**config.mk**
```make
export PLATFORM = sky130hd
export DESIGN_NAME = cln_back
export DESIGN_NICKNAME = d
export VERILOG_FILES = /design/src/rtl/core/cln_pkg.sv /design/src/rtl/core/cln_back.sv
export SDC_FILE = /design/constraint.sdc
export NUM_CORES = 2
export LEC_CHECK = 0
export BUFFER_PORTS_ARGS = -buffer_cell sky130_fd_sc_hd__buf_2
export CAP_MARGIN = 20
export CORE_MARGIN = 4
export CORE_UTILIZATION = 50
export CTS_CLUSTER_SIZE = 10
export DETAILED_ROUTE_END_ITERATION = 7
export PLACE_DENSITY = 0.79
export SYNTH_ARGS = -nofsm -noshare
export SYNTH_HDL_FRONTEND = slang
export SYNTH_SLANG_ARGS = --single-unit
```
**constraint.sdc**
```tcl
create_clock -name clk -period 22.7 [get_ports clk]
set_input_delay 1.135 -clock clk [delete_from_list [all_inputs] [get_ports clk]]
set_output_delay 1.135 -clock clk [all_outputs]
set_load 0.02 [all_outputs]
```
**src/rtl/core/cln_pkg.sv**
```systemverilog
// Shared types, constants and the helper function of the complex L2 normaliser.
package cln_pkg;
	localparam int MaxElements = 4096;
	localparam int SampleW = 24;
	localparam int AddrW = $clog2(MaxElements);
	localparam int CountW = AddrW + 1;
	localparam int SumW = 60;
	localparam int QuoW = SumW + 1;
	localparam int RootW = 31;
	localparam int OutW = 32;
	localparam int SideW = 5;

	localparam logic [1:0] ST_OK = 2'd0;
	localparam logic [1:0] ST_NOT_READY = 2'd1;
	localparam logic [1:0] ST_ZERO_NORM = 2'd2;

	typedef struct packed {
		logic [1:0] status;
		logic last;
		logic [AddrW-1:0] addr;
		logic [SumW-1:0] sum;
	} job_t;

	// Element count of a data set: side cubed, a zero side counts as one, saturated.
	function automatic logic [CountW-1:0] elem_count(input logic [SideW-1:0] side);
		logic [SideW-1:0] s;
		logic [3*SideW-1:0] cube;
		s = (side == '0) ? SideW'(1) : side;
		cube = (3*SideW)'(s) * (3*SideW)'(s) * (3*SideW)'(s);
		if (cube > (3*SideW)'(MaxElements))
			return CountW'(MaxElements);
		return CountW'(cube);
	endfunction
endpackage

```
**src/rtl/core/cln_back.sv**
```systemverilog
// Back end: per OK job, divides each squared component by the sum and takes the root.
module cln_back (
	input  logic clk,
	input  logic arst_n,
	input  logic job_empty,
	input  cln_pkg::job_t job,
	output logic job_pop,
	output logic busy,
	output logic ram_re,
	output logic [cln_pkg::AddrW-1:0] ram_raddr,
	input  logic [2*cln_pkg::SampleW-1:0] ram_rdata,
	output logic empty,
	input  logic pop,
	output logic signed [cln_pkg::OutW-1:0] norm_re,
	output logic signed [cln_pkg::OutW-1:0] norm_im,
	output logic is_last,
	output logic [1:0] status
);
	import cln_pkg::*;

	typedef enum logic [7:0] {
		S_IDLE = 8'b0000_0001,
		S_RD   = 8'b0000_0010,
		S_CAP  = 8'b0000_0100,
		S_SQR  = 8'b0000_1000,
		S_DIV  = 8'b0001_0000,
		S_ROOT = 8'b0010_0000,
		S_SIGN = 8'b0100_0000,
		S_OUT  = 8'b1000_0000
	} state_t;

	state_t state_q;
	job_t job_q;
	logic [2*SampleW-1:0] samp_q;
	logic comp_q;
	logic [5:0] cnt_q;
	logic [QuoW-1:0] rem_q, quo_q, rem_sub;
	logic [RootW-1:0] root_q;
	logic [2*RootW-1:0] rsq_q, trial;
	logic [OutW-1:0] res_re_q, res_im_q, signed_val;
	logic out_v_q;
	logic [SampleW-1:0] x, mag;
	logic ge;
	logic [4:0] bidx;

	assign busy = (state_q != S_IDLE);
	assign job_pop = (state_q == S_IDLE) && !job_empty;
	assign ram_re = (state_q == S_RD);
	assign ram_raddr = job_q.addr;
	assign empty = !out_v_q;

	assign x = comp_q ? samp_q[SampleW-1:0] : samp_q[2*SampleW-1:SampleW];
	assign mag = x[SampleW-1] ? SampleW'(-x) : x;
	assign ge = rem_q >= {1'b0, job_q.sum};
	assign rem_sub = ge ? (rem_q - {1'b0, job_q.sum}) : rem_q;
	assign bidx = cnt_q[4:0];
	assign trial = rsq_q + ({{RootW{1'b0}}, root_q} << (6'(bidx) + 6'd1))
		+ ((2*RootW)'(1) << {bidx, 1'b0});
	assign signed_val = x[SampleW-1] ? OutW'(-{1'b0, root_q}) : OutW'({1'b0, root_q});

	always_ff @(posedge clk) begin
		unique case (state_q)
			S_IDLE: begin
				job_q <= job;
				res_re_q <= '0;
				res_im_q <= '0;
			end
			S_CAP: begin
				samp_q <= ram_rdata;
				comp_q <= 1'b0;
			end
			S_SQR: begin
				rem_q <= QuoW'({{SampleW{1'b0}}, mag} * {{SampleW{1'b0}}, mag});
				quo_q <= '0;
				cnt_q <= 6'(QuoW - 1);
			end
			S_DIV: begin
				quo_q <= {quo_q[QuoW-2:0], ge};
				rem_q <= {rem_sub[QuoW-2:0], 1'b0};
				cnt_q <= (cnt_q == 6'd0) ? 6'(RootW - 1) : cnt_q - 6'd1;
				root_q <= '0;
				rsq_q <= '0;
			end
			S_ROOT: begin
				if (trial <= {1'b0, quo_q}) begin
					root_q <= root_q | (RootW'(1) << bidx);
					rsq_q <= trial;
				end
				cnt_q <= cnt_q - 6'd1;
			end
			S_SIGN: begin
				if (comp_q)
					res_im_q <= signed_val;
				else
					res_re_q <= signed_val;
				comp_q <= 1'b1;
			end
			default: begin
			end
		endcase
		if (state_q == S_OUT && !out_v_q) begin
			norm_re <= res_re_q;
			norm_im <= res_im_q;
			is_last <= job_q.last;
			status <= job_q.status;
		end
	end

	always_ff @(posedge clk or negedge arst_n) begin
		if (!arst_n) begin
			state_q <= S_IDLE;
			out_v_q <= 1'b0;
		end else begin
			if (pop && out_v_q)
				out_v_q <= 1'b0;
			unique case (state_q)
				S_IDLE: if (!job_empty)
					state_q <= (job.status == ST_OK) ? S_RD : S_OUT;
				S_RD: state_q <= S_CAP;
				S_CAP: state_q <= S_SQR;
				S_SQR: state_q <= S_DIV;
				S_DIV: if (cnt_q == 6'd0)
					state_q <= S_ROOT;
				S_ROOT: if (cnt_q == 6'd0)
					state_q <= S_SIGN;
				S_SIGN: state_q <= comp_q ? S_OUT : S_SQR;
				S_OUT: if (!out_v_q) begin
					out_v_q <= 1'b1;
					state_q <= S_IDLE;
				end
				default: state_q <= S_IDLE;
			endcase
		end
	end
endmodule

```
# Word level (Yosys, flattened, before mapping)
# Index checks and enable logic that the tools add are counted.
# classes
addsub	7
multipliers	1
order_cmp	2
eq_ne	16
shifts	3
n_mux	27
bitwise_logic	1
reduce_logical	16
# ops
operator	n
case mux 61 bit (2 select lines)	2
case mux 32 bit (2 select lines)	2
adder 62 bit	2
case mux 62 bit (2 select lines)	1
two-way mux 32 bit	3
case mux 8 bit (8 select lines)	1
<= comparator 62 x 61 -> 1 bit	1
two-way mux 62 bit	1
case mux 31 bit (2 select lines)	1
left shift 1 x 6 -> 62 bit, first input constant	1
left shift 31 x 6 -> 62 bit	1
>= comparator 61 x 60 -> 1 bit	1
two-way mux 60 bit	1
subtractor 60 bit	1
multiplier 24 x 24 -> 48 bit	1
two-way mux 24 bit	2
two-way mux 8 bit	6
negation 31 -> 32 bit	1
two-way mux 31 bit	1
OR 31 bit	1
left shift 1 x 5 -> 31 bit, first input constant	1
negation 24 bit	1
case mux 6 bit (3 select lines)	1
!= test 2 bit, second input constant	7
22 further kinds	32
# word_totals
reg_bits	485
input_bits	127
output_inout_bits	83
elab_cells	92

# Longest topological paths before layout
# logic_depth
word_depth	7
mapped_depth	44
depth_no_buf	35

# Least setup slack after synthesis
# Ideal clock, no wire load.
# synth_path
path_type	register -> register
start	register comp_q
end	register rem_q[46] (data pin)
arrival_time_ns	9.967
setup_slack_ns	12.466
path_stages_with_launch	38
n_path_buf	8
cell_sequence	edfxtp_1 > buf_2 > buf_6 > buf_2 > buf_2 > buf_2 > mux2_2 > inv_1 > buf_1 > ha_1 > o211ai_1 > or4b_4 > nor3_2 > nor2_1 > xor2_1 > buf_4 > clkbuf_1 > nor2_1 > [2 not listed] > fa_1 > fa_1 > fa_1 > fa_1 > inv_1 > fa_1 > inv_1 > ha_1 > and3_1 > and3_1 > nand3_1 > a311o_1 > a21oi_1 > a311oi_2 > o21ai_1 > a21oi_1 > xor2_1 > o21ai_0
# synth_via
elab_chain_len	5
# synth_rtl
element	line_no	source
start: declaration	cln_back.sv:35	logic comp_q;
start signal: assignment	cln_back.sv:70	comp_q <= 1'b0;
start signal: assignment	cln_back.sv:96	comp_q <= 1'b1;
two-way mux 24 bit *	cln_back.sv:52	assign x = comp_q ? samp_q[SampleW-1:0] : samp_q[2*SampleW-1:SampleW];
negation 24 bit	cln_back.sv:53	assign mag = x[SampleW-1] ? SampleW'(-x) : x;
two-way mux 24 bit *	cln_back.sv:53	
multiplier 24 x 24 -> 48 bit *	cln_back.sv:73	rem_q <= QuoW'({{SampleW{1'b0}}, mag} * {{SampleW{1'b0}}, mag});
case mux 61 bit (2 select lines) *	cln_back.sv:62	unique case (state_q)
end signal: assignment	cln_back.sv:73	
end signal: assignment	cln_back.sv:79	rem_q <= {rem_sub[QuoW-2:0], 1'b0};
end: declaration	cln_back.sv:37	logic [QuoW-1:0] rem_q, quo_q, rem_sub;
# Every way passes the cells marked *; elsewhere a longest branch is shown, timed or not.
# A chain may end at the register's enable or synchronous reset.

# Worst setup path after layout
# layout_path
start	register comp_q
end	register rem_q[47] (data pin)
# Same word-level chain as after synthesis.

==> run summary <==
Status = completed
Synthesized area divided by synthesized cell count = 9.892 um2
Port Buf Inserts = 209
Share of synthesized area occupied by flip-flops and latches = 30.74%
Minimum clock period after layout = 11,130 ps
Post-Route Skew = 51.05 ps
Worst Setup Start Kind = register
Crit path max fanout = 44
Crit-path slowest cell = sky130_fd_sc_hd__or4b_4
TritonCTS Sinks = 485
Transition time of the tightest slew-check pin = 1123 ps
Share of Yosys cell area claimed by the top area cell type = 30.26%
HP Class = in2async
Sum Neg Setup Slack = 0 ps
Crit end category = register
Share of the core filled with cells in the final layout = 54.77%
Deepest level of the CTS H-tree = 2
Max Root-Sink Buffers = 3
Data required time of the worst path = 23,070 ps
Initial antenna violation count = 2
Post-Synthesis Cell Area = 0.04724 mm2
CORE AREA = 0.09347 mm2
Height of the die = 315.4 um
Number of library cell types mapped by synthesis = 101
Number of core rows = 112
Fin nets = 5,885
Warning count from the yosys run = 0
First-pass GRT wire length = 199.3 mm
Final HPWL from detailed placement = 101.0 mm
Count of instances resized after the clock tree is built = 0
Via count of the first global-routing pass = 36,430
Delay of the slowest cell on the worst path = 600 ps
Chip Width = 315.4 um
Final slew viol count = 0
DR iter-0 viols = 3,126
Maximum number of pins on one net before global-route repair = 88
Number of hold buffers added after CTS = 0
Library cell used as clock root buffer = sky130_fd_sc_hd__clkbuf_16
Commonest cells after routing, fill and taps aside = sky130_fd_sc_hd__inv_1 (750), sky130_fd_sc_hd__edfxtp_1 (476), sky130_fd_sc_hd__fa_1 (463)
Number of storage elements in the synthesis netlist = 485
Ranking of synthesized cells by area = sky130_fd_sc_hd__edfxtp_1 (30%), sky130_fd_sc_hd__fa_1 (20%), sky130_fd_sc_hd__ha_1 (10%)
Vias/cell = 5.747
CTS Buf Count = 59
Cell count after synthesis = 4,775
Antenna diode count = 0
Starting density of the core = 50.54%
Total vias in the final route = 35,560
Clk_lat worst skew = 640 ps
Most used DFF post-synth = sky130_fd_sc_hd__edfxtp_1
Average wire per cell in the routed design = 20.58 um
Portion of the clock cycle consumed by the worst path in the final layout = 49.02%
Wirelength, routed = 127.4 mm
Die ar. = 0.09945 mm2
Unrepaired setup endpoints after global routing = false
Total routing usage reported by global routing = 25.66%
Max frequency = 89.88 MHz
Worst EP arrival = 11,500 ps
Worst-case headroom to the max-slew limit = 24.89%
DRC = 0
Maximum Capacitance Violations = 0
Synthesis-to-layout area growth = 8.386%
Number of setup buffers added after CTS = 0
Clock transition time at the flip-flop clock pins of the worst setup and hold paths = 60 ps
Total congestion overflow = 0
Share of cells above drive strength 1 = 8.757%
CTS tree = done
Fin. Hold Viols = 0
Most common cell after layout, fill and taps aside = sky130_fd_sc_hd__inv_1
First-pass iteration count of the detailed router = 6
Setup-violating endpoint count in the final report = 0
Library cell occupying the most area in the post-synthesis netlist = sky130_fd_sc_hd__edfxtp_1
Count of antenna-violating nets left after detailed routing = 0
RD Place Congestion = 1.021
Number of top-level pins = 210
EDFF count, synth = 476
Share of async-settable or async-resettable flops after synthesis = 1.856%
Class of the most critical setup path = reg2reg
[state kept, by name, indices dropped and copies added, names as in the netlist]
name,flops
norm_re,32
is_last,1
root_q,31
ram_raddr,12
status,2
res_im_q,32
out_v_q,1
comp_q,1
quo_q,61
rsq_q,62
job_q,63
state_q,8
rem_q,61
res_re_q,32
norm_im,32
cnt_q,6
samp_q,48
[synth_stat cells (all sizes together) (28+ instances only)]
master	instances
inv	757
edfxtp	476
fa	463
nor2	462
ha	389
nand2	381
a21oi	263
o21ai	194
clkbuf	141
xnor2	128
a21o	107
and2	87
mux2i	78
xor2	76
buf	63
o21a	61
nand3	54
nor3	48
nand4	38
a31oi	37
and3	32
nand2b	30
o21bai	30
nor2b	29
o211ai	29
a211oi	28
[final cells by class]
class,count,area [um2]
clock inverter,16,180.2
clock buffer,72,1535
timing repair buffer,257,1406
multi-input combinational,3342,29130
sequential,485,14520
inverter,761,2858
fill,8105,42270
tap,1254,1569
[kinds of logic after synthesis]
group                    Yosys count  share of synthesized area (%)
AO/OA/AOI/OAI                    898                          12.21
XOR/XNOR                         204                          3.830
adder cells (fa/ha/maj)          852                          29.93
buffers and inverters            965                          7.968
flip-flops                       485                          30.74
multiplexers                     122                          3.298
other                              2                        0.01590
AND/OR/NAND/NOR                 1247                          12.02
[worst max-delay path: cells and delay by family (launching register included)]
kind            cells  cell delay [ps]
fa+ha+maj           9             4320
buf+inv             9             2060
compound gates     10             2020
simple gates        3             1130
mux                 2              630
xor+xnor            2              370
flops               1              320
[final timing paths]
path                         startpoint           to  slack (ps)  cells past startpoint
max                              comp_q    rem_q[47]       11570                     35
min                              arst_n      out_v_q         390                      1
max reg2reg                      comp_q    rem_q[47]       11570                     35
min reg2reg                res_im_q[17]  norm_im[17]         390                      0
max in group asynchronous        arst_n   state_q[0]       22060                      1
min in group clk           res_im_q[17]  norm_im[17]         390                      0
[layer usage]
layer	track usage, %	share of wire (%)	vias to the layer above
li1	-	-	16300
met1	30.44	37	17450
met2	45.06	50	1410
met3	3.749	6.6	390
met4	13.96	6.4	4
met5	0	0.020	-
[metrics by stage]
stage	instance area [um2]	setup WS, ps	instances	hold slack, ps
final	51200	11570	6187	386.8
after global routing	51200	10960	6187	379.5
after CTS	51200	11670	6187	375.3
after detailed placement	49480	11630	6099	404.5
after global placement	49480	11800	6099	402.7
after floorplan	47300	12470	4792	400.3
Power is not shown: default switching activity piles up to over one toggle a cycle in this logic, so the estimate is an artifact.
