**config.mk**
```make
export PLATFORM = sky130hd
export DESIGN_NAME = cln_front
export DESIGN_NICKNAME = d
export VERILOG_FILES = /design/src/rtl/core/cln_pkg.sv /design/src/rtl/core/cln_front.sv
export SDC_FILE = /design/constraint.sdc
export NUM_CORES = 2
export LEC_CHECK = 0
export BUFFER_PORTS_ARGS = -buffer_cell sky130_fd_sc_hd__clkbuf_2
export CELL_PAD_IN_SITES_DETAIL_PLACEMENT = 1
export CELL_PAD_IN_SITES_GLOBAL_PLACEMENT = 1
export CORE_UTILIZATION = 51
export DETAILED_ROUTE_END_ITERATION = 8
export GPL_ROUTABILITY_DRIVEN = 0
export PLACE_DENSITY_LB_ADDON = 0.1
export SETUP_SLACK_MARGIN = 0.3
export SLEW_MARGIN = 20
export SYNTH_ARGS = -nofsm -noshare
export SYNTH_HDL_FRONTEND = slang
export SYNTH_SLANG_ARGS = --single-unit
```
**constraint.sdc**
```tcl
create_clock -name clk -period 4.6 [get_ports clk]
set_input_delay 0.23 -clock clk [delete_from_list [all_inputs] [get_ports clk]]
set_output_delay 0.23 -clock clk [all_outputs]
set_load 0.005 [all_outputs]
```
**src/rtl/core/cln_pkg.sv**
```systemverilog
// Shared types, constants and the helper function of the complex L2 normaliser.
package cln_pkg;
	localparam int MaxElements = 4096;
	localparam int SampleW = 24;
	localparam int AddrW = $clog2(MaxElements);
	localparam int CountW = AddrW + 1;
	localparam int SumW = 60;
	localparam int QuoW = SumW + 1;
	localparam int RootW = 31;
	localparam int OutW = 32;
	localparam int SideW = 5;

	localparam logic [1:0] ST_OK = 2'd0;
	localparam logic [1:0] ST_NOT_READY = 2'd1;
	localparam logic [1:0] ST_ZERO_NORM = 2'd2;

	typedef struct packed {
		logic [1:0] status;
		logic last;
		logic [AddrW-1:0] addr;
		logic [SumW-1:0] sum;
	} job_t;

	// Element count of a data set: side cubed, a zero side counts as one, saturated.
	function automatic logic [CountW-1:0] elem_count(input logic [SideW-1:0] side);
		logic [SideW-1:0] s;
		logic [3*SideW-1:0] cube;
		s = (side == '0) ? SideW'(1) : side;
		cube = (3*SideW)'(s) * (3*SideW)'(s) * (3*SideW)'(s);
		if (cube > (3*SideW)'(MaxElements))
			return CountW'(MaxElements);
		return CountW'(cube);
	endfunction
endpackage

```
**src/rtl/core/cln_front.sv**
```systemverilog
// Front end: accepts requests, stores samples, sums squared magnitudes, issues jobs.
module cln_front (
	input  logic clk,
	input  logic arst_n,
	input  logic push,
	output logic full,
	input  logic cmd,
	input  logic signed [cln_pkg::SampleW-1:0] sample_re,
	input  logic signed [cln_pkg::SampleW-1:0] sample_im,
	input  logic cfg_we,
	input  logic [cln_pkg::SideW-1:0] cfg_data,
	output logic ram_we,
	output logic [cln_pkg::AddrW-1:0] ram_waddr,
	output logic [2*cln_pkg::SampleW-1:0] ram_wdata,
	output logic job_push,
	output cln_pkg::job_t job,
	input  logic job_full,
	input  logic job_empty,
	input  logic back_busy
);
	import cln_pkg::*;

	logic [CountW-1:0] n_q, load_cnt_q;
	logic [AddrW-1:0] rp_q;
	logic readout_q;
	logic [SumW-1:0] sum_q, sum_next;
	logic [SumW-1:0] add_s1;
	logic add_v_s1;
	logic accept, is_load, is_fetch, last_fetch;
	logic [SampleW-1:0] mag_re, mag_im;

	assign full = job_full || (!cmd && !readout_q && (!job_empty || back_busy));
	assign accept = push && !full;
	assign is_load = accept && !cmd && !readout_q;
	assign is_fetch = accept && cmd;
	assign sum_next = sum_q + (add_v_s1 ? add_s1 : '0);
	assign last_fetch = (CountW'(rp_q) + CountW'(1)) >= n_q;

	assign mag_re = sample_re[SampleW-1] ? SampleW'(-sample_re) : SampleW'(sample_re);
	assign mag_im = sample_im[SampleW-1] ? SampleW'(-sample_im) : SampleW'(sample_im);

	assign ram_we = is_load;
	assign ram_waddr = load_cnt_q[AddrW-1:0];
	assign ram_wdata = {sample_re, sample_im};

	assign job_push = is_fetch;
	always_comb begin
		job.addr = rp_q;
		job.sum = sum_next;
		job.last = 1'b0;
		if (!readout_q)
			job.status = ST_NOT_READY;
		else begin
			job.last = last_fetch;
			job.status = (sum_next == '0) ? ST_ZERO_NORM : ST_OK;
		end
	end

	always_ff @(posedge clk) begin
		add_s1 <= SumW'({{SampleW{1'b0}}, mag_re} * {{SampleW{1'b0}}, mag_re}) +
			SumW'({{SampleW{1'b0}}, mag_im} * {{SampleW{1'b0}}, mag_im});
	end

	always_ff @(posedge clk or negedge arst_n) begin
		if (!arst_n) begin
			n_q <= CountW'(MaxElements);
			load_cnt_q <= '0;
			rp_q <= '0;
			readout_q <= 1'b0;
			sum_q <= '0;
			add_v_s1 <= 1'b0;
		end else if (cfg_we) begin
			n_q <= elem_count(cfg_data);
			load_cnt_q <= '0;
			rp_q <= '0;
			readout_q <= 1'b0;
			sum_q <= '0;
			add_v_s1 <= 1'b0;
		end else begin
			sum_q <= (is_fetch && readout_q && last_fetch) ? '0 : sum_next;
			add_v_s1 <= is_load;
			if (is_load) begin
				load_cnt_q <= load_cnt_q + CountW'(1);
				if (load_cnt_q + CountW'(1) >= n_q) begin
					readout_q <= 1'b1;
					rp_q <= '0;
				end
			end
			if (is_fetch && readout_q) begin
				if (last_fetch) begin
					load_cnt_q <= '0;
					rp_q <= '0;
					readout_q <= 1'b0;
				end else
					rp_q <= rp_q + AddrW'(1);
			end
		end
	end
endmodule

```
==> results.md, run 1 <==
- Outcome: stopped before the end
- Fail Step: global routing (5_1_grt)
- Log Error: [ERROR GRT-0232] Routing congestion too high. Check the congestion heatmap in the GUI.
- WEP type: sequential cell input
- Placed cell areas: 53110 um^2
- Largest net degree at the start of global routing: 55
- Clock root cell: clkbuf_16
- Placement row count: 107
- Seq/Total Area, Yosys: 0.07905
- Sink Count: 149
- Num ports: 199
- Asr flop ratio synth: 0.6711
- Total gr overflow: 24
- Adder-cell share of the synthesized area: 0.5624
- Initial core utilization: 0.5161
- GRT Overall Usage: 0.6375
- Number of synthesized flops with an enable pin: 0
- Placed Cells: 6882
- Setup WS pre-CTS: -5.117 ns
- Syn Area/Cell: 9.082 um^2
- Post-Synth Simple-Gate Area: 0.1157
- H-tree depth: 4
- Largest family of logic cells by synthesized area: adder cells
- Synthesized area: 44080 um^2
- Synth warnings: 0
- Post-detail-place hpwl: 142500 um
- Worst EP post-GRT repair: add_s1[46]$_DFF_P_/D
- Most used flip-flop cell after synthesis: dfrtp_1
- Synthesized flop and latch total: 149
- Die X: 296 um
- Total CTS buffers: 17
- Number of distinct library cells after synthesis: 85
- Max clock buf depth: 2
- Post-synthesis compound-gate area fraction: 0.06792
- PortBufs: 198
- Die Y: 296 um
- Post-Syn Instances: 4854
- Post-synthesis mux area share: 0.001164
- Synth Area in XOR/XNOR: 0.03994
==> Yosys cell counts (10+ instances only) <==
master / n / area, um^2
clkbuf_1: 120 / 450.4
o21a_1: 27 / 202.7
o22ai_1: 14 / 87.58
o31ai_1: 13 / 97.59
nor3_1: 23 / 115.1
nor2b_1: 23 / 143.9
a21oi_1: 126 / 630.6
o21ai_1: 12 / 60.06
ha_1: 439 / 5493
a21o_1: 56 / 420.4
nor4_1: 16 / 100.1
o21ai_0: 78 / 390.4
o211ai_1: 15 / 112.6
dfrtp_1: 99 / 2477
a211oi_1: 13 / 97.59
o21bai_1: 17 / 127.6
fa_1: 964 / 19300
nand2b_1: 27 / 168.9
and2_1: 111 / 694.4
dfxtp_1: 49 / 980.9
buf_4: 61 / 457.9
xor2_1: 87 / 762.0
xnor2_1: 114 / 998.5
nand3_1: 35 / 175.2
nor2_1: 373 / 1400
nand2_1: 410 / 1539
inv_1: 1301 / 4883
clkinv_1: 10 / 37.54
nand4_1: 36 / 225.2
and3_1: 25 / 156.4
a31oi_1: 16 / 100.1
==> cell families after synthesis <==
| kind of cell | count (synthesis) |
|---|---|
| buffers and inverters | 1505 |
| adders and majority gates | 1403 |
| and+or+nand+nor | 1129 |
| AOI/OAI and AO/OA | 460 |
| xor gates and xnor gates | 201 |
| DFF | 149 |
| muxes | 5 |
| other | 2 |
==> metrics by stage <==
step / TNS, ns / hold WS [ns]
floorplan: -155.22 / -0.06559
global placement: -189.13 / 0.2878
detailed placement: -209.68 / 0.2926
CTS: -166.90 / 0.1502
==> per-layer routing <==
| layer | track usage | overflow |
|---|---|---|
| met5 | 0.07040 | 0 |
| met4 | 0.7003 | 13 |
| met3 | 0.4139 | 0 |
| met2 | 0.8848 | 11 |
| met1 | 0.5967 | 0 |
==> timing repair <==
item,4_1_cts
setup buffers,64
cloned,1
setup endpoints to repair,69
hold endpoints to repair,45
pin swaps,151
gates resized for setup,271
hold buffers,1
==> run 2, diff against run 1 <==
--- a/config.mk
+++ b/config.mk
@@ -6,13 +6,10 @@
 export NUM_CORES = 2
 export LEC_CHECK = 0
 export BUFFER_PORTS_ARGS = -buffer_cell sky130_fd_sc_hd__clkbuf_2
-export CELL_PAD_IN_SITES_DETAIL_PLACEMENT = 1
-export CELL_PAD_IN_SITES_GLOBAL_PLACEMENT = 1
-export CORE_UTILIZATION = 51
+export CORE_UTILIZATION = 40
 export DETAILED_ROUTE_END_ITERATION = 8
 export GPL_ROUTABILITY_DRIVEN = 0
-export PLACE_DENSITY_LB_ADDON = 0.1
-export SETUP_SLACK_MARGIN = 0.3
+export PLACE_DENSITY_LB_ADDON = 0.15
 export SLEW_MARGIN = 20
 export SYNTH_ARGS = -nofsm -noshare
 export SYNTH_HDL_FRONTEND = slang
==> results.md, run 2 <==
- Outcome: finished, violations left (was stopped before the end)
- Violations in the final reports: negative setup slack
- Nets: 7319
- Number of synthesized flops with an enable pin: 0 (unchanged)
- Vias per cell: 4.812
- Placed cell areas: 53710 um^2 (was 53110 um^2)
- Routed length on met1: 51370 um
- Routed len/inst: 18.06 um
- Most common cell after layout, fill and taps aside: inv_1
- Slew @ Worst Pin: 0.9943 ns
- Setup violators final: 58
- CP endpoint kind: flip-flop
- Multi-input gate area: 37020 um^2
- Final instance area: 56370 um^2
- Seq/Total Area, Yosys: 0.07905 (unchanged)
- Top cells by count, synth: 1301 x inv_1, 964 x fa_1, 439 x ha_1 (unchanged)
- Initial antenna violation count: 8
- Yosys top cell area share: 0.4378 (unchanged)
- Vias in the first global route: 38420
- Worst path most repeated cell: fa_1
- H-tree depth: 4 (unchanged)
- Reg area: 3485 um^2
- Synthesized area: 44080 um^2 (unchanged)
- Sink Count: 149 (unchanged)
- Placement row count: 121 (was 107)
- Die X: 334.0 um (was 296 um)
- Max reg flops: 60
- Total CTS buffers: 17 (unchanged)
- Num ports: 199 (unchanged)
- Synthesized flop and latch total: 149 (unchanged)
- Fill count: 10350
- Post-layout util: 0.5171
- Clock root cell: clkbuf_16 (unchanged)
- Post-Syn Instances: 4854 (unchanged)
- Placed Cells: 7193 (was 6882)
- First-pass GRT wire length: 207900 um
- Count leader, synth: inv_1 (unchanged)
- Pins Over Slew Limit: 0
- CORE AREA: 109000 um^2
- Post-DRT Antenna Nets: 0
- Top flop regs: sum_q (60), add_s1 (49)
- Worst-path clk slew: 0.07 ns
- Final WL: 131500 um
- Max cap viols: 0
- RSZ-0062 raised after global routing: yes
- Final worst setup slack: -4.119 ns
- Max-slew headroom: 0.3371
- Max FO, Critical Path: 3
- Syn Area/Cell: 9.082 um^2 (unchanged)
- Kind of critical path: in2reg
- Final worst path period need: 8.719 ns
- Asr flop ratio synth: 0.6711 (unchanged)
- Most used flip-flop cell after synthesis: dfrtp_1 (unchanged)
- Post-detail-place hpwl: 117300 um (was 142500 um)
- Met3 wire length: 3830 um
- Yosys top cell by area: fa_1 (unchanged)
- Final Non-Filler Cells: 7283
- Initial core utilization: 0.4044 (was 0.5161)
- Max clock buf depth: 2 (unchanged)
- Metal2 WL: 72320 um
- CP delay by family, top: adder cells
- Area Growth Syn to Fin: 27.87%
- Max layer used: met5
- PortBufs: 198 (unchanged)
- Critical path's slowest cell: fa_2
- Total die area: 111500 um^2
- Initial drt markers: 1569
- Hold Fails Final Rpt: 0
- Achievable Freq: 0.1147 GHz
- Fin crit share: 1.896
- Area contributors post-synth: fa_1 44%, ha_1 12%, inv_1 11%, dfrtp_1 5.6%, nand2_1 3.5% (unchanged)
- Hold Path Class: in2reg
- Setup TNS: -157.27 ns
- Startpoint types: primary input
- Crit-path max cell delay: 0.56 ns
- Total gr overflow: 0
- Share of cells above drive strength 1: 0.2676
- WP data arrival: 9.12 ns
- GRT Overall Usage: 0.2444
- Data required, critical path: 5.00 ns
- Most frequent cells in the layout: 1249 x inv_1, 932 x fa_1, 878 x buf_4
- Die Y: 334.0 um (was 296 um)
- Router iterations before antenna repair: 6
- Final setup skew: 0.01796 ns
- CTS tree: yes
- Clock insertion delay at the later pin of the skew report: 0.50 ns
- Synth warnings: 0 (unchanged)
- Largest net degree at the start of global routing: 70
- Number of distinct library cells after synthesis: 85 (unchanged)
- DRC: 0
- Top reg by flops: sum_q
- DR vias: 35050
- Worst path buffer plus inverter count: 11
run 2: cell counts after synthesis:
No cell type changed its count.
run 2: layer usage:
layer,GRT usage,up-vias
li1,-,16440
met1,0.2856,17820
met2,0.4717,615
met3,0.01716,172
met4,0.07339,2
met5,0,-
run 2: cells by family after synthesis:
logic type,after synthesis,share of synthesized area
simple gates,1129,0.1157
other cells,2,0.0001704
mux,5,0.001164
flops,149,0.07905
compound gates,460,0.06792
fa+ha+maj,1403,0.5624
xor+xnor,201,0.03994
buf+inv,1505,0.1337
run 2: path summary, 6_finish.rpt:
path                                          start  slack [ns]                  endpoint  depth (start not counted)
setup / recovery                       sample_re[2]       -4.12        add_s1[42]$_DFF_P_                         39
hold / removal                          cfg_data[0]        0.23        n_q[0]$_DFFE_PN0P_                          4
setup reg to reg                rp_q[0]$_DFFE_PN0P_        0.81       sum_q[30]$_DFF_PN0_                         13
hold reg to reg            load_cnt_q[12]$_DFF_PN0_        0.58  load_cnt_q[12]$_DFF_PN0_                          2
max in group asynchronous                    arst_n        3.12       sum_q[17]$_DFF_PN0_                          3
min in group asynchronous                    arst_n        0.40      rp_q[10]$_DFFE_PN0P_                          2
run 2: final cells by class:
class | instances | area share
antenna | 1 | 0.00004439
clock buffer | 18 | 0.007613
clock inverter | 14 | 0.003352
inverter | 1313 | 0.08828
multi-input combinational | 3236 | 0.6568
sequential | 149 | 0.06182
tap | 1414 | 0.03139
timing repair buffer | 1138 | 0.1508
run 2: worst reg2reg max path, delay by kind of cell (launching register included):
kind | cells | cell delay (ns)
AO/OA/AOI/OAI | 9 | 2.02
adder cells (fa/ha/maj) | 2 | 0.64
buffers and inverters | 1 | 0.32
flip-flops | 1 | 0.46
AND/OR/NAND/NOR | 1 | 0.27
run 2: repair_timing:
item / 4_1_cts / 5_1_grt
gates resized for setup: 140 / 249
pin swaps: 61 / 108
setup endpoints to repair: 58 / 60
buffers inserted: 32 / 45
hold endpoints to repair: 67 / 0
hold buffers: 1 / 0
run 2: through the flow:
step | setup slack [ns] | hold WS (ns)
finish | -4.119 | 0.2324
CTS | -4.028 | 0.1985
global placement | -4.623 | 0.4546
floorplan | -4.142 | -0.06559
detailed placement | -4.758 | 0.4457
global route | -4.481 | 0.2613
Power of run 2 is not shown: default switching activity piles up to over one toggle a cycle in this logic, so the estimate is an artifact.
