$ cat src/rtl/core/cln_pkg.sv
// Shared types, constants and the helper function of the complex L2 normaliser.
package cln_pkg;
	localparam int MaxElements = 4096;
	localparam int SampleW = 24;
	localparam int AddrW = $clog2(MaxElements);
	localparam int CountW = AddrW + 1;
	localparam int SumW = 60;
	localparam int QuoW = SumW + 1;
	localparam int RootW = 31;
	localparam int OutW = 32;
	localparam int SideW = 5;

	localparam logic [1:0] ST_OK = 2'd0;
	localparam logic [1:0] ST_NOT_READY = 2'd1;
	localparam logic [1:0] ST_ZERO_NORM = 2'd2;

	typedef struct packed {
		logic [1:0] status;
		logic last;
		logic [AddrW-1:0] addr;
		logic [SumW-1:0] sum;
	} job_t;

	// Element count of a data set: side cubed, a zero side counts as one, saturated.
	function automatic logic [CountW-1:0] elem_count(input logic [SideW-1:0] side);
		logic [SideW-1:0] s;
		logic [3*SideW-1:0] cube;
		s = (side == '0) ? SideW'(1) : side;
		cube = (3*SideW)'(s) * (3*SideW)'(s) * (3*SideW)'(s);
		if (cube > (3*SideW)'(MaxElements))
			return CountW'(MaxElements);
		return CountW'(cube);
	endfunction
endpackage

$ cat src/rtl/core/cln_fifo.sv
// Four-entry request queue between the front and the back of the normaliser.
module cln_fifo (
	input  logic clk,
	input  logic arst_n,
	input  logic push,
	input  cln_pkg::job_t din,
	output logic full,
	input  logic pop,
	output cln_pkg::job_t dout,
	output logic empty
);
	import cln_pkg::*;

	job_t buf_q [4];
	logic [1:0] wr_q, rd_q;
	logic [2:0] cnt_q;

	assign full = (cnt_q == 3'd4);
	assign empty = (cnt_q == 3'd0);
	assign dout = buf_q[rd_q];

	always_ff @(posedge clk) begin
		if (push && !full)
			buf_q[wr_q] <= din;
	end

	always_ff @(posedge clk or negedge arst_n) begin
		if (!arst_n) begin
			wr_q <= '0;
			rd_q <= '0;
			cnt_q <= '0;
		end else begin
			if (push && !full)
				wr_q <= wr_q + 2'd1;
			if (pop && !empty)
				rd_q <= rd_q + 2'd1;
			cnt_q <= cnt_q + 3'(push && !full) - 3'(pop && !empty);
		end
	end
endmodule

$ cat config.mk
export PLATFORM = sky130hd
export DESIGN_NAME = cln_fifo
export DESIGN_NICKNAME = d
export VERILOG_FILES = /design/src/rtl/core/cln_pkg.sv /design/src/rtl/core/cln_fifo.sv
export SDC_FILE = /design/constraint.sdc
export NUM_CORES = 1
export LEC_CHECK = 0
export BUFFER_PORTS_ARGS = -buffer_cell sky130_fd_sc_hd__buf_2
export CORE_MARGIN = 5
export CORE_UTILIZATION = 51
export CTS_CLUSTER_DIAMETER = 120
export DETAILED_ROUTE_END_ITERATION = 12
export PLACE_DENSITY = 0.75
export REMOVE_ABC_BUFFERS = 1
export SLEW_MARGIN = 30
export SYNTH_ARGS = -nofsm -noshare
export SYNTH_HDL_FRONTEND = slang
export SYNTH_SLANG_ARGS = --single-unit
$ cat constraint.sdc
create_clock -name clk -period 2.7 [get_ports clk]
set_input_delay 0.135 -clock clk [delete_from_list [all_inputs] [get_ports clk]]
set_output_delay 0.135 -clock clk [all_outputs]
set_load 0.02 [all_outputs]
### Word level (Yosys, flattened, before mapping)

Memories as Yosys holds them, arrays and structs flattened.
Cells that the tools add are included.
W data, S select, Z words.

| storage, ports and cells | value |
|---|---|
| input port bits | 79 |
| bits in writable memories | 300 |
| memories kept | 1 |
| register bits after elaboration | 7 |
| word-level logic and storage cells | 16 |
| output and inout bits | 77 |

Memory list:

| name | words | width | rd ports | clocked after Yosys merged registers in | write ports | RTL line | RTL |
|---|---|---|---|---|---|---|---|
| buf_q | 4 | 75 | 1 | 0 | 1 | cln_fifo.sv:14 | `job_t buf_q [4];` |

| operators by class | value |
|---|---|
| muxes and demuxes | 2 |
| add/sub/neg operators | 4 |
| equality and inequality tests | 1 |
| reductions and logical operators | 5 |

Operator list:

| cell | number |
|---|---|
| $add A2 B1 Y2 const B | 2 |
| $add A3 B1 Y3 | 1 |
| $eq A3 B3 Y1 const B | 1 |
| $logic_not A3 Y1 | 1 |
| $sub A3 B1 Y3 | 1 |
| $logic_and A1 B1 Y1 | 2 |
| $logic_not A1 Y1 | 2 |
| $mux W1 | 2 |

### Logic depth before layout (Yosys ltp)

Gate-level depths: netlist of the first run.

| logic depth | value |
|---|---|
| word-level depth | 5 |
| mapped depth | 8 |
| mapped depth without buffers | 8 |

### Worst setup path before layout of the first run

Ideal clock, no wire load.

| timing | value |
|---|---|
| path kind | flip-flop to flip-flop |
| start point | reg cnt_q[2] |
| end point | mem buf_q[0][0] (netlist name) (enable) |
| cell stages (with the launch flop) | 3 |
| data required time | 2.258 ns |
| data arrival time | 2.538 ns |
| setup slack | -0.280 ns |
| setup time | 0.442 ns |
| buffers on the path | 0 |
| cells stage by stage | dfrtp_1 nor3b_2 and3b_1 |

| on the way | value |
|---|---|
| longest elaborated chain between the ends | 5 |

Ends and longest elaborated chain:

| what | RTL line | RTL |
|---|---|---|
| start: declaration | cln_fifo.sv:16 | `logic [2:0] cnt_q;` |
| start signal: assignment | cln_fifo.sv:37 | `cnt_q <= cnt_q + 3'(push && !full) - 3'(pop && !empty);` |
| $eq A3 B3 Y1 | cln_fifo.sv:18 | `assign full = (cnt_q == 3'd4);` |
| via full | cln_fifo.sv:7 | `output logic full,` |
| $logic_not A1 Y1 | cln_fifo.sv:23 | `if (push && !full)` |
| $logic_and A1 B1 Y1 | cln_fifo.sv:23 |  |
| $mux W1 | cln_fifo.sv:23 |  |
| $mux W1 (implied by the code) | cln_fifo.sv:24 | `buf_q[wr_q] <= din;` |
| end: declaration | cln_fifo.sv:14 |  |

The timed path passes the listed nets, and every way through them passes these cells.

==> reports/qor.csv, run 1 <==
metric,value,unit
CORE AREA,21800,um^2
max-slew violations,0,
fin crit share,0.903,
switch share,0.308,
Seq cells post-synth,307,
Total Routing Usage GR,0.169,
share of cells above drive strength 1,0.414,
Max Cap Viol,0,
RSZ-0062 raised after global routing,no,
Ys Warns,0,
WS Path Type,reg2out,
routed wire length per instance,21.4,um
CP max stage cell,dfrtp_4,
Min-Delay Path Class,in2reg,
Port-buffer cells,155,
"Seq/Total Area, Yosys",0.811,
via count,5386,
die area,25300,um^2
maximum VDD drop,0.000947,V
post-layout min period,2440,ps
starting density of the core,0.519,
setup TNS,0,ps
clock-pin transition on the worst setup and hold timing paths,60,ps
antenna violations before repair,1,
Leak,4.98,nW
CTS tree,built,
Relative slew margins,0.651,
cell taking the most area after synthesis,edfxtp_1,
Fmax,410,MHz
PwrDens,1100,nW/um^2
clock root buffer,clkbuf_16,
Gate power share,0.321,
CP Data Arrival Time,2300,ps
Post-CTS Resized,0,
final design utilization,0.657,
Int Pwr,0.0109,W
"Distinct cells, synth",21,
crit start category,flop,
WL final,21400,um
std cell rows,54,
largest net degree at the start of global routing,40,
Die Span X,159,um
# diodes,0,
Setup Skew,22.3,ps
slew of the pin with the lowest slew margin,523,ps
CP Cell Sequence,"buf_4, mux4_2, buf_2",
clock power share,0.252,
cells after synthesis,433,
WP data required,2570,ps
Place WS,379,ps
H-tree depth reported by CTS,1,
CTS Buffer Depth,3,
CTS Sinks,307,
nets@finish,784,
Hold Fails Final Rpt,0,
Syn-to-layout area delta,26.7,%
DRC,0,
vias in the first global route,5990,
DRT iter0 DRCs,266,
PnR worst setup slack,263,ps
gr ovfl total,0,
share of the synthesized area in the top cell type,0.796,
CP Capture Type,primary output,
P_sw,0.00483,W
Post-Syn Area,11300,um^2
chip height,159,um
CTS Buf Count,29,
CP max stage delay,770,ps
largest cells by area after synthesis,"edfxtp_1, mux4_2, dfrtp_1",
final setup vio count,0,
routability cong.,0.732,
detailed placement HPWL,13000,um
Flop pwr share,0.427,
First-pass DRT Iterations,5,
first-pass GRT wire length,34000,um
status,"finished, final reports clean",
Syn Area/Cell,26.1,um^2
remaining antenna violation count after routing,0,
# IOs,156,
clock latency at the later pin of the worst-skew pair,540,ps
vias per cell,5.39,
CP Max Fanout,21,
==> state kept, by name (all words and copies together) (netlist names) <==
register	flops
wr_q	2
cnt_q	3
buf_q	300
rd_q	2
==> through the flow <==
step / hold slack, ps / instance area [um^2] / instances / power [W]
CTS: 323 / 14300 / 1000 / 0.0159
finish: 350 / 14300 / 1000 / 0.0157
floorplan: -161 / 11200 / 416 / 0.0100
detailed placement: -23.5 / 12600 / 868 / 0.0119
global placement: -29.9 / 12600 / 868 / 0.0117
global route: 338 / 14300 / 1000 / 0.0165
==> power groups by stage <==
stage                     clock [W]  sequential [W]  combinational, W
after floorplan                   0         0.00698           0.00302
after global placement            0         0.00674           0.00499
after global routing        0.00428         0.00680           0.00540
after detailed placement          0         0.00682           0.00504
after CTS                   0.00405         0.00673           0.00516
final                       0.00396         0.00670           0.00505
==> kinds of logic (layout without fill, tap and decap cells) <==
logic type	after synthesis	in the layout	share of synthesized area
flip-flops	307	307	0.811
multiplexers	75	75	0.149
buffers and inverters	23	310	0.0159
AND/OR/NAND/NOR	13	13	0.00917
adder cells (fa/ha/maj)	7	7	0.00840
AO/OA/AOI/OAI	4	4	0.00276
XOR/XNOR	4	4	0.00309
==> cells in the final DEF, fill, tap and decap left out, types with 5 or more instances in the layout <==
cell,synthesis,layout
buf_12,4,14
inv_1,6,6
buf_2,5,155
clkinv_1,0,7
clkinv_2,0,9
dfrtp_1,7,5
edfxtp_1,300,300
ha_1,6,6
clkbuf_16,0,29
mux4_2,75,75
dlygate4sd3_1,0,79
==> cells in the mapped netlist <==
library cell    n
xnor2_1         4
edfxtp_1      300
buf_4           4
o311ai_0        1
o31ai_1         1
buf_12          4
nand2_1         1
nor3b_2         1
inv_1           6
nand4bb_1       2
buf_6           1
nor3_1          1
mux4_2         75
fa_1            1
o211ai_1        2
ha_1            6
buf_1           3
buf_2           5
and3b_1         4
dfrtp_1         7
nand2b_1        4
==> layout make-up <==
cell class | count | area (um^2)
Clock inverter | 22 | 208
Clock buffer | 31 | 733
Fill cell | 1386 | 7480
Sequential cell | 307 | 9190
Timing Repair Buffer | 251 | 1870
Inverter | 6 | 22.5
Tap cell | 280 | 350
Multi-Input combinational cell | 103 | 1970
==> metal layers <==
| metal | global-route usage | vias to the layer above | wire [um] |
|---|---|---|---|
| met4 | 0.0403 | 2 | 431 |
| met5 | 0 | - | 7 |
| met3 | 0.0399 | 39 | 1220 |
| met2 | 0.291 | 173 | 11000 |
| met1 | 0.222 | 2772 | 8710 |
| li1 | - | 2400 | - |
==> worst paths after layout <==
kind,startpoint,endpoint,slack [ps],cells after the start
min in group asynchronous,arst_n,cnt_q[2],580,3
worst min-delay path,din[38],buf_q[0][38],350,2
worst max-delay path,rd_q[0],dout[14],260,3
max in group asynchronous,arst_n,rd_q[0],1850,3
worst min register to register,wr_q[1],wr_q[1],610,2
worst max register to register,cnt_q[0],cnt_q[2],420,8
==> critical path, delay by kind of cell, from the launching register on <==
| family | cells | cell delay [ps] |
|---|---|---|
| DFF | 1 | 770 |
| muxes | 1 | 530 |
| buffers and inverters | 2 | 460 |
==> timing repair <==
action,in CTS,in global routing
buffers inserted,0,0
endpoints found under the hold margin,311,0
hold buffers,79,0
endpoints found under the setup margin,0,0
Note: power is estimated with default switching activity, not from simulation.
==> inputs of run 2 (changes only) <==
--- a/config.mk
+++ b/config.mk
@@ -7,12 +7,11 @@
 export LEC_CHECK = 0
 export BUFFER_PORTS_ARGS = -buffer_cell sky130_fd_sc_hd__buf_2
 export CORE_MARGIN = 5
-export CORE_UTILIZATION = 51
+export CORE_UTILIZATION = 57
 export CTS_CLUSTER_DIAMETER = 120
 export DETAILED_ROUTE_END_ITERATION = 12
-export PLACE_DENSITY = 0.75
+export PLACE_DENSITY = 0.79
 export REMOVE_ABC_BUFFERS = 1
-export SLEW_MARGIN = 30
 export SYNTH_ARGS = -nofsm -noshare
 export SYNTH_HDL_FRONTEND = slang
 export SYNTH_SLANG_ARGS = --single-unit
==> constraint.sdc (replaced) <==
create_clock -name clk -period 2.4 [get_ports clk]
set_input_delay 0.12 -clock clk [delete_from_list [all_inputs] [get_ports clk]]
set_output_delay 0.12 -clock clk [all_outputs]
set_load 0.02 [all_outputs]
==> run 2 against run 1 <==
  * Sequential power is 10% higher
  * Power is 13% higher
  * Count of clock-buffer cells in the layout rose by 10
==> reports/qor.csv, run 2 (same netlist as run 1, synthesis figures left out) <==
metric,value,unit
Setup Skew,11.7,ps
clock root buffer,clkbuf_16,
gr ovfl total,0,
detailed placement HPWL,12100,um
crit start category,flop,
Hold Fails Final Rpt,0,
Die Span X,151,um
post-layout min period,2240,ps
P_sw,0.00541,W
RSZ-0062 raised after global routing,no,
first-pass GRT wire length,32700,um
critical path depth,8,
Port-buffer cells,155,
DRC,0,
starting density of the core,0.580,
CP max stage cell,dfrtp_1,
routability cong.,0.773,
"commonest non-fill, non-tap cell in the layout",edfxtp_1,
vias in the first global route,6016,
CP Data Arrival Time,2670,ps
Min-Delay Path Class,in2reg,
antenna violations before repair,2,
Syn-to-layout area delta,26.2,%
Buf/Inv on CP,2,
Reg2Reg Launch Point,cnt_q[1],
Post-CTS Resized,0,
Hold WS,325,ps
max-slew violations,0,
CORE AREA,19500,um^2
Total Routing Usage GR,0.189,
switch share,0.306,
GR Util met1,0.251,
Int Pwr,0.0123,W
crit path from,cnt_q[1],
global route hottest layer,met2,
Fmax,445,MHz
final setup vio count,0,
CTS tree,built,
remaining antenna violation count after routing,0,
clock latency at the later pin of the worst-skew pair,530,ps
chip height,151,um
Flop pwr share,0.418,
vias per cell,5.41,
Gate power share,0.323,
std cell rows,51,
H-tree depth reported by CTS,1,
die area,22800,um^2
"Most flops, register",buf_q,
maximum VDD drop,0.000910,V
CP Capture Type,flop,
clock power share,0.259,
nets@finish,784,
max reg flops,300,
status,"finished, final reports clean",
Reg2Reg Depth,8,
Relative slew margins,0.702,
WS Path Type,reg2reg,
routed wire length per instance,21.0,um
share of cells above drive strength 1,0.414,
CP Max Fanout,7,
WL final,20800,um
PwrDens,1240,nW/um^2
First-pass DRT Iterations,4,
Max Cap Viol,0,
cell family with most CP delay,adder cells,
most frequent cells in the layout,"edfxtp_1, buf_2, dlygate4sd3_1",
Leak,4.98,nW
M2 GR Usage,0.327,
# IOs,156,
DRT iter0 DRCs,289,
r2r endpoint,cnt_q[2],
CP Cell Sequence,"o31ai_1, inv_1, ha_1, inv_1, ha_1, fa_1, xnor2_1, xnor2_1",
CTS Buf Count,30,
top flop regs,"buf_q: 300 flops, cnt_q: 3 flops",
total power,0.0177,W
clock-pin transition on the worst setup and hold timing paths,60,ps
WP data required,2820,ps
CTS Sinks,307,
slew of the pin with the lowest slew margin,442,ps
worst setup path end,cnt_q[2],
met3 Use GR,0.0425,
fin crit share,0.935,
via count,5346,
largest net degree at the start of global routing,56,
CTS Buffer Depth,3,
final design utilization,0.732,
CP max stage delay,450,ps
R2R Setup Slk,160,ps
[run 2: area by class of cell]
class,count,area [um^2]
timing repair buffer,250,1790
clock buffer,41,833
tap,265,332
fill,1155,5240
multi-input combinational,103,1970
antenna,1,2.50
sequential,307,9190
clock inverter,15,150
inverter,6,22.5
[run 2: what timing repair did]
item,4_1_cts,5_1_grt
endpoints found under the hold margin,311,0
hold buffers,79,0
buffers inserted,2,0
setup endpoints to repair,21,0
[run 2: how the worst min path moves through the flow]
stage                     startpoint      endpoint  slack [ps]  cells past startpoint
after floorplan               arst_n      cnt_q[0]        -180                      0
after global placement        arst_n      cnt_q[0]         -40                      1
after detailed placement      arst_n      cnt_q[0]         -30                      1
after CTS                    din[20]  buf_q[3][20]         310                      2
after global routing         din[28]  buf_q[2][28]         310                      2
final                        din[28]  buf_q[3][28]         320                      2
[run 2: per-stage QoR]
stage	setup TNS [ps]	instance area [um^2]	instances	setup WS (ps)
after detailed placement	0	12500	850	150
final	0	14300	988	155
after global placement	0	12500	850	242
after global routing	0	14300	988	51.5
after floorplan	-285220	11200	416	-1650
after CTS	0	14300	987	136
[run 2: metal layers]
metal	part of all wire	vias up
li1	-	2398
met1	0.40	2738
met2	0.51	174
met3	0.066	34
met4	0.015	2
met5	0.00063	-
[run 2: power by group through the flow]
stage / clock network, W / logic [W] / registers [W]
3_5_place_dp: 0 / 0.00562 / 0.00757
3_3_place_gp: 0 / 0.00557 / 0.00747
2_1_floorplan: 0 / 0.00326 / 0.00782
4_1_cts: 0.00469 / 0.00583 / 0.00740
6_report: 0.00458 / 0.00571 / 0.00738
5_1_grt: 0.00497 / 0.00611 / 0.00747
==> inputs of run 3 (changes only) <==
--- a/config.mk
+++ b/config.mk
@@ -5,12 +5,13 @@
 export SDC_FILE = /design/constraint.sdc
 export NUM_CORES = 1
 export LEC_CHECK = 0
+export ABC_AREA = 1
 export BUFFER_PORTS_ARGS = -buffer_cell sky130_fd_sc_hd__buf_2
 export CORE_MARGIN = 5
-export CORE_UTILIZATION = 57
+export CORE_UTILIZATION = 52
 export CTS_CLUSTER_DIAMETER = 120
 export DETAILED_ROUTE_END_ITERATION = 12
-export PLACE_DENSITY = 0.79
+export PLACE_DENSITY = 0.76
 export REMOVE_ABC_BUFFERS = 1
 export SYNTH_ARGS = -nofsm -noshare
 export SYNTH_HDL_FRONTEND = slang
==> constraint.sdc (replaced) <==
create_clock -name clk -period 1.8 [get_ports clk]
set_input_delay 0.09 -clock clk [delete_from_list [all_inputs] [get_ports clk]]
set_output_delay 0.09 -clock clk [all_outputs]
set_load 0.02 [all_outputs]
==> run 3 against run 2 <==
  * The flow now finishes with violations (setup timing)
  * Clock skew fell by 1.9 ps
  * Final area up 17%
  * Synthesized area grew 7.6%
  * Routed wire length is 43% higher
  * Core utilization is 1.1 points lower
  * Combinational power grew to 2.5 times the previous value
  * Worst setup slack got worse by 440 ps
  * Critical endpoint is now dout[68]
  * Largest power group is now combinational cells
  * Highest routed layer is now met4
==> reports/qor.csv, run 3 <==
metric,value,unit
post-layout min period,2080,ps
"Distinct cells, synth",17,
clock-pin transition on the worst setup and hold timing paths,60,ps
CP max stage cell,dfrtp_4,
crit start category,flop,
Fmax,481,MHz
routability cong.,0.744,
clock latency at the later pin of the worst-skew pair,540,ps
Ys Warns,0,
Post-Syn Area,12200,um^2
gr ovfl total,0,
CTS Buffer Depth,3,
"Seq/Total Area, Yosys",0.754,
std cell rows,56,
CP Cell Sequence,"buf_12, buf_12, buf_16, o21ai_4, nand2_2, nand2_2, buf_6",
cell taking the most area after synthesis,edfxtp_1,
"Primary FF master, synth",edfxtp_1,
first-pass GRT wire length,44700,um
Syn-to-layout area delta,37.7,%
remaining antenna violation count after routing,0,
total power,0.0298,W
Max Cap Viol,0,
fin crit share,1.16,
chip height,163,um
share of the synthesized area in the top cell type,0.740,
CORE AREA,23300,um^2
Setup Skew,9.78,ps
Seq cells post-synth,307,
Hold Fails Final Rpt,0,
CP Max Fanout,6,
nets@finish,1360,
Reg2Reg Depth,10,
Syn Area/Cell,12.1,um^2
most frequent cells in the layout,"edfxtp_1, nand2_1, nor2_1",
CTS Buf Count,30,
DRC,0,
largest cells by area after synthesis,"edfxtp_1, nand2_1, nor2_1",
number of synthesized flops with an enable pin,300,
Relative slew margins,0.774,
area of the multi-input gates,2920,um^2
setup TNS,-14270,ps
WL final,29800,um
routed wire length per instance,18.4,um
CP max stage delay,520,ps
Final Cell Area,16800,um^2
H-tree depth reported by CTS,1,
share of cells above drive strength 1,0.299,
placed cell area,13500,um^2
PnR worst setup slack,-281,ps
status,"finished, violations left",
via count,8425,
vias in the first global route,8566,
top flop regs,"buf_q: 300 flops, cnt_q: 3 flops",
First-pass DRT Iterations,5,
antenna violations before repair,0,
max reg flops,300,
starting density of the core,0.523,
die area,26600,um^2
CP Capture Type,primary output,
"commonest non-fill, non-tap cell in the layout",edfxtp_1,
Filler cells,1448,
max-slew violations,0,
CTS Sinks,307,
Post-synth top cells,"edfxtp_1, nand2_1, nor2_1, o21ai_0, inv_1",
Leak,6.65,nW
Min-Delay Path Class,in2reg,
Port-buffer cells,155,
# IOs,156,
maximum VDD drop,0.00125,V
"Most flops, register",buf_q,
# diodes,0,
clock root buffer,clkbuf_16,
CP Data Arrival Time,1990,ps
largest net degree at the start of global routing,45,
CTS tree,built,
FF+latch area,9190,um^2
failing checks,setup timing,
Total Routing Usage GR,0.215,
Die Span X,163,um
final setup vio count,76,
DRT iter0 DRCs,589,
vias per cell,5.21,
RSZ-0062 raised after global routing,yes,
detailed placement HPWL,13700,um
WP data required,1710,ps
slew of the pin with the lowest slew margin,338,ps
Worst Hold Path Cells,2,
"count leader, synth",edfxtp_1,
ys async rst share,0.0228,
cells after synthesis,1008,
WS Path Type,reg2out,
PwrDens,1780,nW/um^2
## run 3: metrics by stage
step	utilization	instances	worst slack [ps]	hold WS, ps
3_3_place_gp	0.580	1456	-71.9	-59.9
6_report	0.721	1617	-281	288
5_1_grt	0.721	1617	-345	298
4_1_cts	0.705	1613	-255	288
3_5_place_dp	0.580	1456	-169	-57.9
2_1_floorplan	-	959	-3670	-206
## run 3: routing by layer
layer | part of all wire | global-route usage
met1 | 0.40 | 0.284
met2 | 0.52 | 0.372
met3 | 0.062 | 0.0320
met4 | 0.022 | 0.0679
met5 | 0 | 0
## run 3: area by class of cell
cell class | instances | area share
timing repair buffer | 283 | 0.178
clock inverter | 11 | 0.00313
clock buffer | 45 | 0.0518
inverter | 91 | 0.0207
tap | 319 | 0.0238
sequential | 307 | 0.548
multi-input combinational | 561 | 0.174
## run 3: critical path: cells and delay by family (launching register included)
family          cells  cell delay (ps)
buf+inv             4              590
flops               1              520
simple gates        2              170
compound gates      1              160
## run 3: power by group
| part | internal [W] | total (W) | switching [W] | leakage (nW) |
|---|---|---|---|---|
| Combinational | 0.00603 | 0.0143 | 0.00823 | 3.36 |
| Sequential | 0.00940 | 0.00980 | 0.000408 | 2.83 |
| Clock | 0.00331 | 0.00577 | 0.00246 | 0.452 |
## run 3: path summary, 6_finish.rpt
| check | slack (ps) | end | from |
|---|---|---|---|
| hold / removal | 290 | buf_q[3][15] | din[15] |
| min in group asynchronous | 520 | cnt_q[1] | arst_n |
| hold reg to reg | 550 | wr_q[0] | wr_q[0] |
| setup / recovery | -280 | dout[68] | rd_q[0] |
| setup reg to reg | -70 | cnt_q[2] | cnt_q[1] |
| max in group asynchronous | 1000 | rd_q[0] | arst_n |
## run 3: kinds of logic after synthesis
| family | after synthesis | synth area share |
|---|---|---|
| buffers and inverters | 140 | 0.0509 |
| and+or+nand+nor | 404 | 0.125 |
| DFF | 307 | 0.754 |
| AOI/OAI and AO/OA | 150 | 0.0617 |
| adders and majority gates | 7 | 0.00781 |
## run 3: repair_timing
action,4_1_cts,5_1_grt
hold endpoints to repair,311,0
hold buffers,79,0
setup buffers,8,1
cloned,14,4
pin swaps,54,36
endpoints found under the setup margin,77,77
gates resized for setup,279,97
